--- src/design/sle_pkg.sv ---
`default_nettype none

package sle_pkg;

  localparam int BUFFER_DEPTH = 64;
  localparam int LEN_W        = $clog2(BUFFER_DEPTH);
  localparam int CNT_W        = 6;
  localparam int CALC_W       = (LEN_W > 7) ? LEN_W + 1 : 8;
  localparam logic [CNT_W-1:0] MAX_COUNT = {CNT_W{1'b1}};

  localparam logic [7:0] REL_BIT    = 8'h80;
  localparam logic [7:0] CODE_MASK  = 8'h7F;
  localparam logic [6:0] SC_LSHIFT  = 7'h2A;
  localparam logic [6:0] SC_RSHIFT  = 7'h36;
  localparam logic [6:0] SC_CTRL    = 7'h1D;
  localparam logic [6:0] SC_ALT     = 7'h38;
  localparam logic [6:0] SC_CAPS    = 7'h3A;
  localparam logic [7:0] CH_BS      = 8'h08;
  localparam logic [7:0] CH_NL      = 8'h0A;
  localparam logic [7:0] CH_SPACE   = 8'h20;
  localparam logic [7:0] CH_LOWER_A = 8'h61;
  localparam logic [7:0] CH_LOWER_Z = 8'h7A;
  localparam logic [7:0] CASE_DIFF  = 8'h20;

  localparam logic [1:0] KIND_ECHO     = 2'd0;
  localparam logic [1:0] KIND_LINE     = 2'd1;
  localparam logic [1:0] KIND_NOTREADY = 2'd2;
  localparam logic [1:0] KIND_EMPTY    = 2'd3;

  localparam logic OP_SCAN = 1'b0;
  localparam logic OP_READ = 1'b1;

  typedef struct packed {
    logic       opcode;
    logic [7:0] scan_byte;
    logic [6:0] read_limit;
  } in_item_t;

  typedef struct packed {
    logic [1:0]       kind;
    logic [7:0]       char_code;
    logic [CNT_W-1:0] line_count;
    logic             last;
  } out_item_t;

  typedef enum logic [3:0] {
    S_IDLE, S_DECODE, S_ECHO, S_BS1, S_BS2, S_BS3,
    S_NOTRDY, S_EMPTY, S_RD_ADDR, S_RD_DATA
  } state_e;

  typedef enum logic [1:0] { ACT_NONE, ACT_BKSP, ACT_ECHO } act_e;
  typedef enum logic [1:0] { RD_NOTREADY, RD_EMPTY, RD_STREAM } rd_e;
  typedef enum logic [2:0] {
    SRC_CHAR, SRC_BS, SRC_SPACE, SRC_NOTREADY, SRC_EMPTY, SRC_LINE
  } src_e;

  typedef struct packed {
    logic accept;
    logic commit;
    logic mem_rd;
    logic out_load;
    src_e out_src;
    logic out_last;
    logic idx_inc;
  } cmd_t;

  typedef struct packed {
    logic op;
    act_e act;
    rd_e  rd;
    logic idx_last;
    logic out_free;
  } status_t;

  function automatic logic [7:0] map_plain(input logic [6:0] code);
    logic [7:0] c;
    unique case (code)
      7'h01: c = 8'h1B;  7'h02: c = 8'h31;  7'h03: c = 8'h32;  7'h04: c = 8'h33;
      7'h05: c = 8'h34;  7'h06: c = 8'h35;  7'h07: c = 8'h36;  7'h08: c = 8'h37;
      7'h09: c = 8'h38;  7'h0A: c = 8'h39;  7'h0B: c = 8'h30;  7'h0C: c = 8'h2D;
      7'h0D: c = 8'h3D;  7'h0E: c = 8'h08;  7'h0F: c = 8'h09;  7'h10: c = 8'h71;
      7'h11: c = 8'h77;  7'h12: c = 8'h65;  7'h13: c = 8'h72;  7'h14: c = 8'h74;
      7'h15: c = 8'h79;  7'h16: c = 8'h75;  7'h17: c = 8'h69;  7'h18: c = 8'h6F;
      7'h19: c = 8'h70;  7'h1A: c = 8'h5B;  7'h1B: c = 8'h5D;  7'h1C: c = 8'h0A;
      7'h1E: c = 8'h61;  7'h1F: c = 8'h73;  7'h20: c = 8'h64;  7'h21: c = 8'h66;
      7'h22: c = 8'h67;  7'h23: c = 8'h68;  7'h24: c = 8'h6A;  7'h25: c = 8'h6B;
      7'h26: c = 8'h6C;  7'h27: c = 8'h3B;  7'h28: c = 8'h27;  7'h29: c = 8'h60;
      7'h2B: c = 8'h5C;  7'h2C: c = 8'h7A;  7'h2D: c = 8'h78;  7'h2E: c = 8'h63;
      7'h2F: c = 8'h76;  7'h30: c = 8'h62;  7'h31: c = 8'h6E;  7'h32: c = 8'h6D;
      7'h33: c = 8'h2C;  7'h34: c = 8'h2E;  7'h35: c = 8'h2F;  7'h39: c = 8'h20;
      default: c = 8'h00;
    endcase
    return c;
  endfunction

  // Letters of the shifted table are the upper-case form of the plain table.
  function automatic logic [7:0] map_shifted(input logic [6:0] code);
    logic [7:0] p;
    logic [7:0] c;
    p = map_plain(code);
    unique case (code)
      7'h02: c = 8'h21;  7'h03: c = 8'h40;  7'h04: c = 8'h23;  7'h05: c = 8'h24;
      7'h06: c = 8'h25;  7'h07: c = 8'h5E;  7'h08: c = 8'h26;  7'h09: c = 8'h2A;
      7'h0A: c = 8'h28;  7'h0B: c = 8'h29;  7'h0C: c = 8'h5F;  7'h0D: c = 8'h2B;
      7'h1A: c = 8'h7B;  7'h1B: c = 8'h7D;  7'h27: c = 8'h3A;  7'h28: c = 8'h22;
      7'h29: c = 8'h7E;  7'h2B: c = 8'h7C;  7'h33: c = 8'h3C;  7'h34: c = 8'h3E;
      7'h35: c = 8'h3F;
      default: c = (p >= CH_LOWER_A && p <= CH_LOWER_Z) ? p - CASE_DIFF : p;
    endcase
    return c;
  endfunction

endpackage

`default_nettype wire

--- src/design/sle_ctrl.sv ---
`default_nettype none

module sle_ctrl
  import sle_pkg::*;
(
  input  wire logic    clk_i,
  input  wire logic    rst_ni,
  input  wire logic    in_valid_i,
  output logic         in_stall_o,
  input  wire status_t status_i,
  output cmd_t         cmd_o
);

  state_e state_q, state_d;

  always_ff @(posedge clk_i or negedge rst_ni) begin
    if (!rst_ni) begin
      state_q <= S_IDLE;
    end else begin
      state_q <= state_d;
    end
  end

  always_comb begin
    state_d = state_q;
    unique case (state_q)
      S_IDLE: begin
        if (in_valid_i) state_d = S_DECODE;
      end
      S_DECODE: begin
        if (status_i.op == OP_SCAN) begin
          unique case (status_i.act)
            ACT_BKSP: state_d = S_BS1;
            ACT_ECHO: state_d = S_ECHO;
            default:  state_d = S_IDLE;
          endcase
        end else begin
          unique case (status_i.rd)
            RD_EMPTY:  state_d = S_EMPTY;
            RD_STREAM: state_d = S_RD_ADDR;
            default:   state_d = S_NOTRDY;
          endcase
        end
      end
      S_BS1: begin
        if (status_i.out_free) state_d = S_BS2;
      end
      S_BS2: begin
        if (status_i.out_free) state_d = S_BS3;
      end
      S_ECHO, S_BS3, S_NOTRDY, S_EMPTY: begin
        if (status_i.out_free) state_d = S_IDLE;
      end
      S_RD_ADDR: state_d = S_RD_DATA;
      S_RD_DATA: begin
        if (status_i.out_free) state_d = status_i.idx_last ? S_IDLE : S_RD_ADDR;
      end
      default: state_d = S_IDLE;
    endcase
  end

  always_comb begin
    cmd_o          = '0;
    cmd_o.out_src  = SRC_CHAR;
    in_stall_o     = (state_q != S_IDLE);
    unique case (state_q)
      S_IDLE:   cmd_o.accept = in_valid_i;
      S_DECODE: cmd_o.commit = 1'b1;
      S_ECHO: begin
        cmd_o.out_load = status_i.out_free;
        cmd_o.out_src  = SRC_CHAR;
        cmd_o.out_last = 1'b1;
      end
      S_BS1: begin
        cmd_o.out_load = status_i.out_free;
        cmd_o.out_src  = SRC_BS;
      end
      S_BS2: begin
        cmd_o.out_load = status_i.out_free;
        cmd_o.out_src  = SRC_SPACE;
      end
      S_BS3: begin
        cmd_o.out_load = status_i.out_free;
        cmd_o.out_src  = SRC_BS;
        cmd_o.out_last = 1'b1;
      end
      S_NOTRDY: begin
        cmd_o.out_load = status_i.out_free;
        cmd_o.out_src  = SRC_NOTREADY;
        cmd_o.out_last = 1'b1;
      end
      S_EMPTY: begin
        cmd_o.out_load = status_i.out_free;
        cmd_o.out_src  = SRC_EMPTY;
        cmd_o.out_last = 1'b1;
      end
      S_RD_ADDR: cmd_o.mem_rd = 1'b1;
      S_RD_DATA: begin
        cmd_o.out_load = status_i.out_free;
        cmd_o.out_src  = SRC_LINE;
        cmd_o.out_last = status_i.idx_last;
        cmd_o.idx_inc  = status_i.out_free;
      end
      default: cmd_o = '0;
    endcase
  end

endmodule

`default_nettype wire

--- src/design/sle_datapath.sv ---
`default_nettype none

module sle_datapath
  import sle_pkg::*;
(
  input  wire logic     clk_i,
  input  wire logic     rst_ni,
  input  wire in_item_t in_item_i,
  input  wire logic     out_stall_i,
  output logic          out_valid_o,
  output out_item_t     out_item_o,
  input  wire cmd_t     cmd_i,
  output status_t       status_o
);

  logic [7:0]       mem_q [BUFFER_DEPTH];
  logic [7:0]       rdata_q;

  in_item_t         item_q;
  logic [7:0]       char_q;
  logic [CNT_W-1:0] cnt_q;
  logic [CNT_W-1:0] idx_q;
  logic [LEN_W-1:0] len_q, len_d;
  logic             done_q, done_d;
  logic             shift_q, shift_d;
  logic             caps_q, caps_d;
  logic             out_valid_q;
  out_item_t        out_q;

  logic [6:0]        code;
  logic              release_key;
  logic              is_shift;
  logic [7:0]        plain;
  logic [7:0]        mapped;
  logic              full;
  act_e              act;
  logic              mem_we;
  logic [CALC_W-1:0] len_ext;
  logic [CALC_W-1:0] lim_m1;
  logic [CALC_W-1:0] n_min;
  logic [CNT_W-1:0]  n_sat;
  rd_e               rd;
  logic              out_free;
  out_item_t         out_new;

  assign code        = item_q.scan_byte[6:0];
  assign release_key = (item_q.scan_byte & REL_BIT) != 8'h00;
  assign is_shift    = (code == SC_LSHIFT) || (code == SC_RSHIFT);
  assign plain       = map_plain(code);
  assign full        = len_q >= LEN_W'(BUFFER_DEPTH - 1);

  // Letter case follows caps XOR shift; other keys follow shift alone.
  always_comb begin
    if (plain >= CH_LOWER_A && plain <= CH_LOWER_Z) begin
      mapped = (caps_q ^ shift_q) ? plain - CASE_DIFF : plain;
    end else begin
      mapped = shift_q ? map_shifted(code) : plain;
    end
  end

  always_comb begin
    act = ACT_NONE;
    if (release_key || is_shift || code == SC_CTRL || code == SC_ALT ||
        code == SC_CAPS) begin
      act = ACT_NONE;
    end else if (mapped == CH_BS) begin
      act = (len_q == '0 || done_q) ? ACT_NONE : ACT_BKSP;
    end else if (mapped == CH_NL) begin
      act = done_q ? ACT_NONE : ACT_ECHO;
    end else if (mapped != 8'h00 && !done_q && !full) begin
      act = ACT_ECHO;
    end
  end

  // Byte count of a read: the stored length, capped by limit minus one and
  // by the width of the count field.
  assign len_ext = CALC_W'(len_q);
  assign lim_m1  = CALC_W'(item_q.read_limit) - CALC_W'(1);
  always_comb begin
    if (item_q.read_limit == 7'd0) begin
      n_min = '0;
    end else begin
      n_min = (len_ext > lim_m1) ? lim_m1 : len_ext;
    end
    n_sat = (n_min > CALC_W'(MAX_COUNT)) ? MAX_COUNT : n_min[CNT_W-1:0];
  end

  always_comb begin
    if (!done_q)            rd = RD_NOTREADY;
    else if (n_sat == '0)   rd = RD_EMPTY;
    else                    rd = RD_STREAM;
  end

  always_comb begin
    len_d   = len_q;
    done_d  = done_q;
    shift_d = shift_q;
    caps_d  = caps_q;
    mem_we  = 1'b0;
    if (cmd_i.commit) begin
      if (item_q.opcode == OP_SCAN) begin
        if (release_key) begin
          if (is_shift) shift_d = 1'b0;
        end else if (is_shift) begin
          shift_d = 1'b1;
        end else if (code == SC_CAPS) begin
          caps_d = ~caps_q;
        end else if (act == ACT_BKSP) begin
          len_d = len_q - LEN_W'(1);
        end else if (act == ACT_ECHO) begin
          if (mapped == CH_NL) begin
            done_d = 1'b1;
            if (!full) begin
              mem_we = 1'b1;
              len_d  = len_q + LEN_W'(1);
            end
          end else begin
            mem_we = 1'b1;
            len_d  = len_q + LEN_W'(1);
          end
        end
      end else if (done_q) begin
        len_d  = '0;
        done_d = 1'b0;
      end
    end
  end

  always_ff @(posedge clk_i or negedge rst_ni) begin
    if (!rst_ni) begin
      len_q   <= '0;
      done_q  <= 1'b0;
      shift_q <= 1'b0;
      caps_q  <= 1'b0;
    end else begin
      len_q   <= len_d;
      done_q  <= done_d;
      shift_q <= shift_d;
      caps_q  <= caps_d;
    end
  end

  always_ff @(posedge clk_i) begin
    if (mem_we) mem_q[len_q] <= mapped;
    if (cmd_i.mem_rd) rdata_q <= mem_q[LEN_W'(idx_q)];
  end

  always_ff @(posedge clk_i) begin
    if (cmd_i.accept) item_q <= in_item_i;
    if (cmd_i.commit) begin
      char_q <= mapped;
      cnt_q  <= n_sat;
      idx_q  <= '0;
    end else if (cmd_i.idx_inc) begin
      idx_q <= idx_q + CNT_W'(1);
    end
  end

  assign out_free = !out_valid_q || !out_stall_i;

  always_comb begin
    out_new            = '0;
    out_new.last       = cmd_i.out_last;
    unique case (cmd_i.out_src)
      SRC_CHAR: begin
        out_new.kind      = KIND_ECHO;
        out_new.char_code = char_q;
      end
      SRC_BS: begin
        out_new.kind      = KIND_ECHO;
        out_new.char_code = CH_BS;
      end
      SRC_SPACE: begin
        out_new.kind      = KIND_ECHO;
        out_new.char_code = CH_SPACE;
      end
      SRC_NOTREADY: out_new.kind = KIND_NOTREADY;
      SRC_EMPTY:    out_new.kind = KIND_EMPTY;
      SRC_LINE: begin
        out_new.kind       = KIND_LINE;
        out_new.char_code  = rdata_q;
        out_new.line_count = cnt_q;
      end
      default: out_new.kind = KIND_EMPTY;
    endcase
  end

  always_ff @(posedge clk_i or negedge rst_ni) begin
    if (!rst_ni) begin
      out_valid_q <= 1'b0;
    end else if (cmd_i.out_load) begin
      out_valid_q <= 1'b1;
    end else if (!out_stall_i) begin
      out_valid_q <= 1'b0;
    end
  end

  always_ff @(posedge clk_i) begin
    if (cmd_i.out_load) out_q <= out_new;
  end

  assign out_valid_o = out_valid_q;
  assign out_item_o  = out_q;

  assign status_o.op       = item_q.opcode;
  assign status_o.act      = act;
  assign status_o.rd       = rd;
  assign status_o.idx_last = (CALC_W'(idx_q) + CALC_W'(1)) == CALC_W'(cnt_q);
  assign status_o.out_free = out_free;

endmodule

`default_nettype wire

--- src/design/scancode_line_editor.sv ---
// Line editor fed by PS/2 set-1 scancodes.
// Input channel (in_valid_i / in_stall_o / in_item_i): each transaction is a
// scancode event or a request to read the completed line. One transaction is
// worked on at a time; in_stall_o is high from the cycle after acceptance
// until the last result of that transaction sits in the output register.
// Output channel (out_valid_o / out_stall_i / out_item_o): results leave a
// single output register while the receiver takes them.
// Steps from acceptance until the last result enters the output register:
// a scancode is decoded, then each echoed character (none, one, or three
// for a backspace) is loaded in turn. A read that streams n bytes, up to 63,
// fetches each byte from the registered line memory before it is loaded
// into the output register. Not-ready and empty reads give one result. The
// next transaction is accepted only once the controller is idle again.
// When the receiver stalls, the output register holds its transaction and
// the controller waits; nothing is dropped. Reset clears the line length,
// the line-closed flag, shift and caps lock, and the output valid; the line
// memory itself is not cleared, since only bytes written since the last
// clear are ever read back.
`default_nettype none

module scancode_line_editor
  import sle_pkg::*;
(
  input  wire logic     clk_i,
  input  wire logic     rst_ni,
  input  wire logic     in_valid_i,
  output logic          in_stall_o,
  input  wire in_item_t in_item_i,
  output logic          out_valid_o,
  input  wire logic     out_stall_i,
  output out_item_t     out_item_o
);

  // Commands flow from the controller to the datapath; status flows back.
  cmd_t    cmd;
  status_t status;

  sle_ctrl u_ctrl (
    .clk_i      (clk_i),
    .rst_ni     (rst_ni),
    .in_valid_i (in_valid_i),
    .in_stall_o (in_stall_o),
    .status_i   (status),
    .cmd_o      (cmd)
  );

  // The datapath holds the line memory, the editor state and the output
  // register that parts the two channels.
  sle_datapath u_datapath (
    .clk_i       (clk_i),
    .rst_ni      (rst_ni),
    .in_item_i   (in_item_i),
    .out_stall_i (out_stall_i),
    .out_valid_o (out_valid_o),
    .out_item_o  (out_item_o),
    .cmd_i       (cmd),
    .status_o    (status)
  );

endmodule

`default_nettype wire

--- config.mk ---
export PLATFORM = sky130hd
export DESIGN_NAME = scancode_line_editor
export DESIGN_NICKNAME = d
export VERILOG_FILES = /design/src/design/sle_pkg.sv /design/src/design/sle_ctrl.sv /design/src/design/sle_datapath.sv /design/src/design/scancode_line_editor.sv
export SDC_FILE = /design/constraint.sdc
export NUM_CORES = 1
export LEC_CHECK = 0
export CAP_MARGIN = 20
export CORE_MARGIN = 3
export CORE_UTILIZATION = 40
export DETAILED_ROUTE_END_ITERATION = 6
export DONT_BUFFER_PORTS = 1
export SYNTH_ARGS = -nofsm -noshare
export SYNTH_HDL_FRONTEND = slang
export SYNTH_SLANG_ARGS = --single-unit
--- constraint.sdc ---
create_clock -name clk_i -period 13.7 [get_ports clk_i]
set_input_delay 2.055 -clock clk_i [delete_from_list [all_inputs] [get_ports clk_i]]
set_output_delay 2.055 -clock clk_i [all_outputs]
set_load 0.02 [all_outputs]
==> results.py <==
metrics = {
    "run_status": {
        "status": "finished, final reports clean",
    },
    "yosys": {
        "synth-compound-area-share_pct": 4.151,
        "synth-seq-cells": 594,
        "synth_xor_area_share_pct": 0.9340,
        "yosysSeqAreaShare_pct": 69.66,
        "synth_edf_count": 567,
        "ys_dominant_reg_cell": "edfxtp_1",
        "syn_nets": 1470,
        "synth_top_cell_area_share_pct": 67.25,
        "yosys.area_share.simple_pct": 6.093,
        "yosys.area_share.adder_pct": 1.364,
        "syn_avg_cell_area_um2": 17.79,
        "synth_area_leader_cell": "edfxtp_1",
        "ys_types": 85,
        "synth_area_leaders": "edfxtp_1 67%, mux4_2 15%, nor2_1 2.0%",
        "yosys-mux-area-fraction_pct": 16.04,
        "synth_top_family_by_area": "multiplexers",
        "ys_warn_count": 0,
        "async_reset_ff_share_pct": 2.357,
        "syn_area_mm2": 0.02532,
        "syn_inst": 1423,
    },
    "worst_setup_path": {
        "worstPathRequired_ns": 13.92,
        "crit_fanout": 67,
        "crit_arrival_ns": 6.43,
        "path_cells": "nand2b_1 > nor4_1 > nor3_2 > a41oi_2 > buf_8 > mux2i_4 > buf_4 > o311ai_0 > ha_1 > inv_1 > nand4_1 > nor2_1 > nand3_1 > nor2_1",
        "cp-end-kind": "register",
        "cp_slowest_stage_delay_ns": 0.68,
        "cp_slowest_cell": "nor2_1",
        "r2r_start": "u_datapath.code[3]$_DFFE_PP_",
        "start_kind": "register",
        "critPathLaunch": "u_datapath.code[3]$_DFFE_PP_",
        "cpMostUsedCell": "nor2_1",
        "crit_type": "register to register",
    },
    "timing": {
        "hold_viol": 0,
        "max_freq_ghz": 0.1611,
        "min_period_ns": 6.207,
        "fin_worst_skew_ns": 0.03446,
        "layout_setup_ws_ns": 7.493,
        "slew_headroom_pct": 29.06,
        "finalCritPeriodShare_pct": 45.31,
        "rsz0062_at_grt": "false",
        "setup_viol": 0,
        "tns_ns": 0,
        "tightest_slew_ns": 1.035,
        "drv_slew": 0,
    },
    "min_path": {
        "hp-start": "u_datapath.item_q[14]$_DFFE_PP_",
        "hold_class": "register to register",
    },
    "detailed_routing": {
        "vias": 13196,
        "viasPerCell": 5.718,
        "routed_wl_mm": 59.38,
        "dr_wl_met2_mm": 28.90,
        "wl_met1_mm": 25.28,
        "top_layer_used": "met4",
        "drt_pass1_iterations": 5,
        "drt_iter0_markers": 1735,
        "wire_per_inst_um": 25.73,
        "drc": 0,
        "ant_nets": 0,
        "wl_met3_mm": 3.801,
    },
    "placement": {
        "gp_congestion": 0.8616,
        "dpl.hpwl_mm": 36.32,
        "dpl.cell_count": 2196,
        "dp_slack_ns": 7.164,
        "portBuffers": 0,
    },
    "clock_network": {
        "clk_pin_slew_worst_paths_ns": 0.06,
        "root_buffer": "clkbuf_16",
        "hold_buffers": 0,
        "clockBufferDepth": 3,
        "htree_levels": 2,
        "cts_tree": "built",
        "post-cts-setup-buffers": 0,
        "numCtsBuffers": 60,
        "ctsResizeCount": 0,
        "clkSinkCount": 594,
        "clk_latency_ns": 0.62,
    },
    "power_and_ir_drop": {
        "p_leak_nw": 8.657,
        "peakVddDrop_mv": 0.08694,
        "pwr_density_cell_mw_per_mm2": 160.4,
    },
    "finish": {
        "drive_gt1_share_pct": 21.48,
        "layoutNonFillerInstCount": 2308,
        "syn_to_final_growth_pct": 11.14,
        "diodes": 0,
        "fin_util_pct": 45.27,
        "nets": 1471,
    },
    "floorplan": {
        "die_w_um": 257.6,
        "dieHeight_um": 257.6,
        "core_mm2": 0.06217,
        "die_area_mm2": 0.06635,
        "initial_core_util_pct": 40.73,
        "ios": 39,
        "num_rows": 91,
    },
    "grt": {
        "grt_overflow": 0,
        "antenna_found_initial": 0,
        "grt_max_degree": 119,
        "grt_pass1_wl_mm": 89.70,
        "grt_pass1_vias": 13328,
        "grt.total_usage_pct": 18.09,
    },
    "run": {
        "maxCapViolations": 0,
    },
}
==> Yosys cell counts (16+ instances only) <==
library cell and number:
xnor2_1 17, mux4_2 168, nor2_1 134, a21oi_1 44, ha_1 26, nand3_1 18
buf_2 20, clkbuf_1 41, nor3_1 21, inv_1 21, nor2b_1 16, nand2_1 63
o21ai_0 28, edfxtp_1 567
==> state kept, by name (all words and copies together), names as in the netlist, named ones only <==
signal,cells
u_datapath.out_valid_o,1
u_datapath.rdata_q,8
u_datapath.char_q,8
u_datapath.mem_q,512
u_datapath.code,7
u_datapath.len_q,6
u_datapath.caps_q,1
u_datapath.out_item_o,17
u_datapath.idx_q,6
u_datapath.done_q,1
u_datapath.status_o,1
u_datapath.item_q,8
u_datapath.shift_q,1
u_ctrl.state_q,4
u_datapath.cnt_q,6
==> per-stage QoR <==
step	cell area (um2)	hold slack (ns)	total power [mW]
final	28140	0.4892	4.514
after global routing	28140	0.5594	4.701
after CTS	28110	0.4962	4.550
after detailed placement	26220	0.4787	2.977
after global placement	26220	0.4645	2.969
after floorplan	25320	0.4342	2.731
==> per-layer routing <==
layer	GRT usage, %	vias up
met3	2.550	84
li1	-	5755
met5	0	-
met2	29.48	524
met1	25.67	6833
met4	5.042	0
==> critical path, delay by kind of cell, from the launching register on <==
| kind | cells | cell delay, ns |
|---|---|---|
| AOI/OAI and AO/OA | 2 | 0.70 |
| adders and majority gates | 1 | 0.36 |
| buffers and inverters | 3 | 1.04 |
| DFF | 1 | 0.63 |
| muxes | 1 | 0.23 |
| and+or+nand+nor | 7 | 2.83 |
==> kinds of logic after synthesis <==
logic type | count (synthesis)
AO/OA/AOI/OAI | 156
XOR/XNOR | 27
adder cells (fa/ha/maj) | 27
buffers and inverters | 103
flip-flops | 594
multiplexers | 194
AND/OR/NAND/NOR | 322
==> where the power goes <==
part	total [mW]	leakage (nW)	switching (mW)	internal (mW)
logic	0.616	2.32	0.451	0.165
registers	2.32	5.39	0.113	2.20
clock network	1.58	0.942	0.682	0.898
==> layout make-up <==
| class | instances | area (um2) |
|---|---|---|
| Fill cell | 5279 | 34030 |
| Sequential cell | 594 | 17650 |
| Multi-Input combinational cell | 726 | 7315 |
| Clock buffer | 67 | 1528 |
| Tap cell | 837 | 1047 |
| Clock inverter | 42 | 365.4 |
| Timing Repair Buffer | 17 | 145.1 |
| Inverter | 25 | 93.84 |
==> cell usage in the layout (no fill, tap or decap), types with 19 or more instances in the layout <==
cell | netlist | final
ha_1 | 26 | 26
nand2_1 | 63 | 63
nor3_1 | 21 | 21
o21ai_0 | 28 | 27
a21oi_1 | 44 | 44
mux4_2 | 168 | 168
edfxtp_1 | 567 | 567
nor2_1 | 134 | 133
clkinv_2 | 0 | 19
inv_1 | 21 | 21
clkbuf_16 | 0 | 60
==> final timing paths <==
kind	endpoint	slack, ns	cells after the start
worst max-delay path	u_datapath.mem_q[55][6]$_DFFE_PP_	7.49	14
worst min-delay path	u_datapath.shift_q$_DFFE_PN0P_	0.49	1
worst max register to register	u_datapath.mem_q[55][6]$_DFFE_PP_	7.49	14
worst min register to register	u_datapath.shift_q$_DFFE_PN0P_	0.49	1
max in group asynchronous	u_datapath.len_q[2]$_DFFE_PN0P_	12.49	0
min in group asynchronous	u_datapath.out_valid_o$_DFFE_PN0P_	1.12	0
Power figures use the tool's default switching activity.
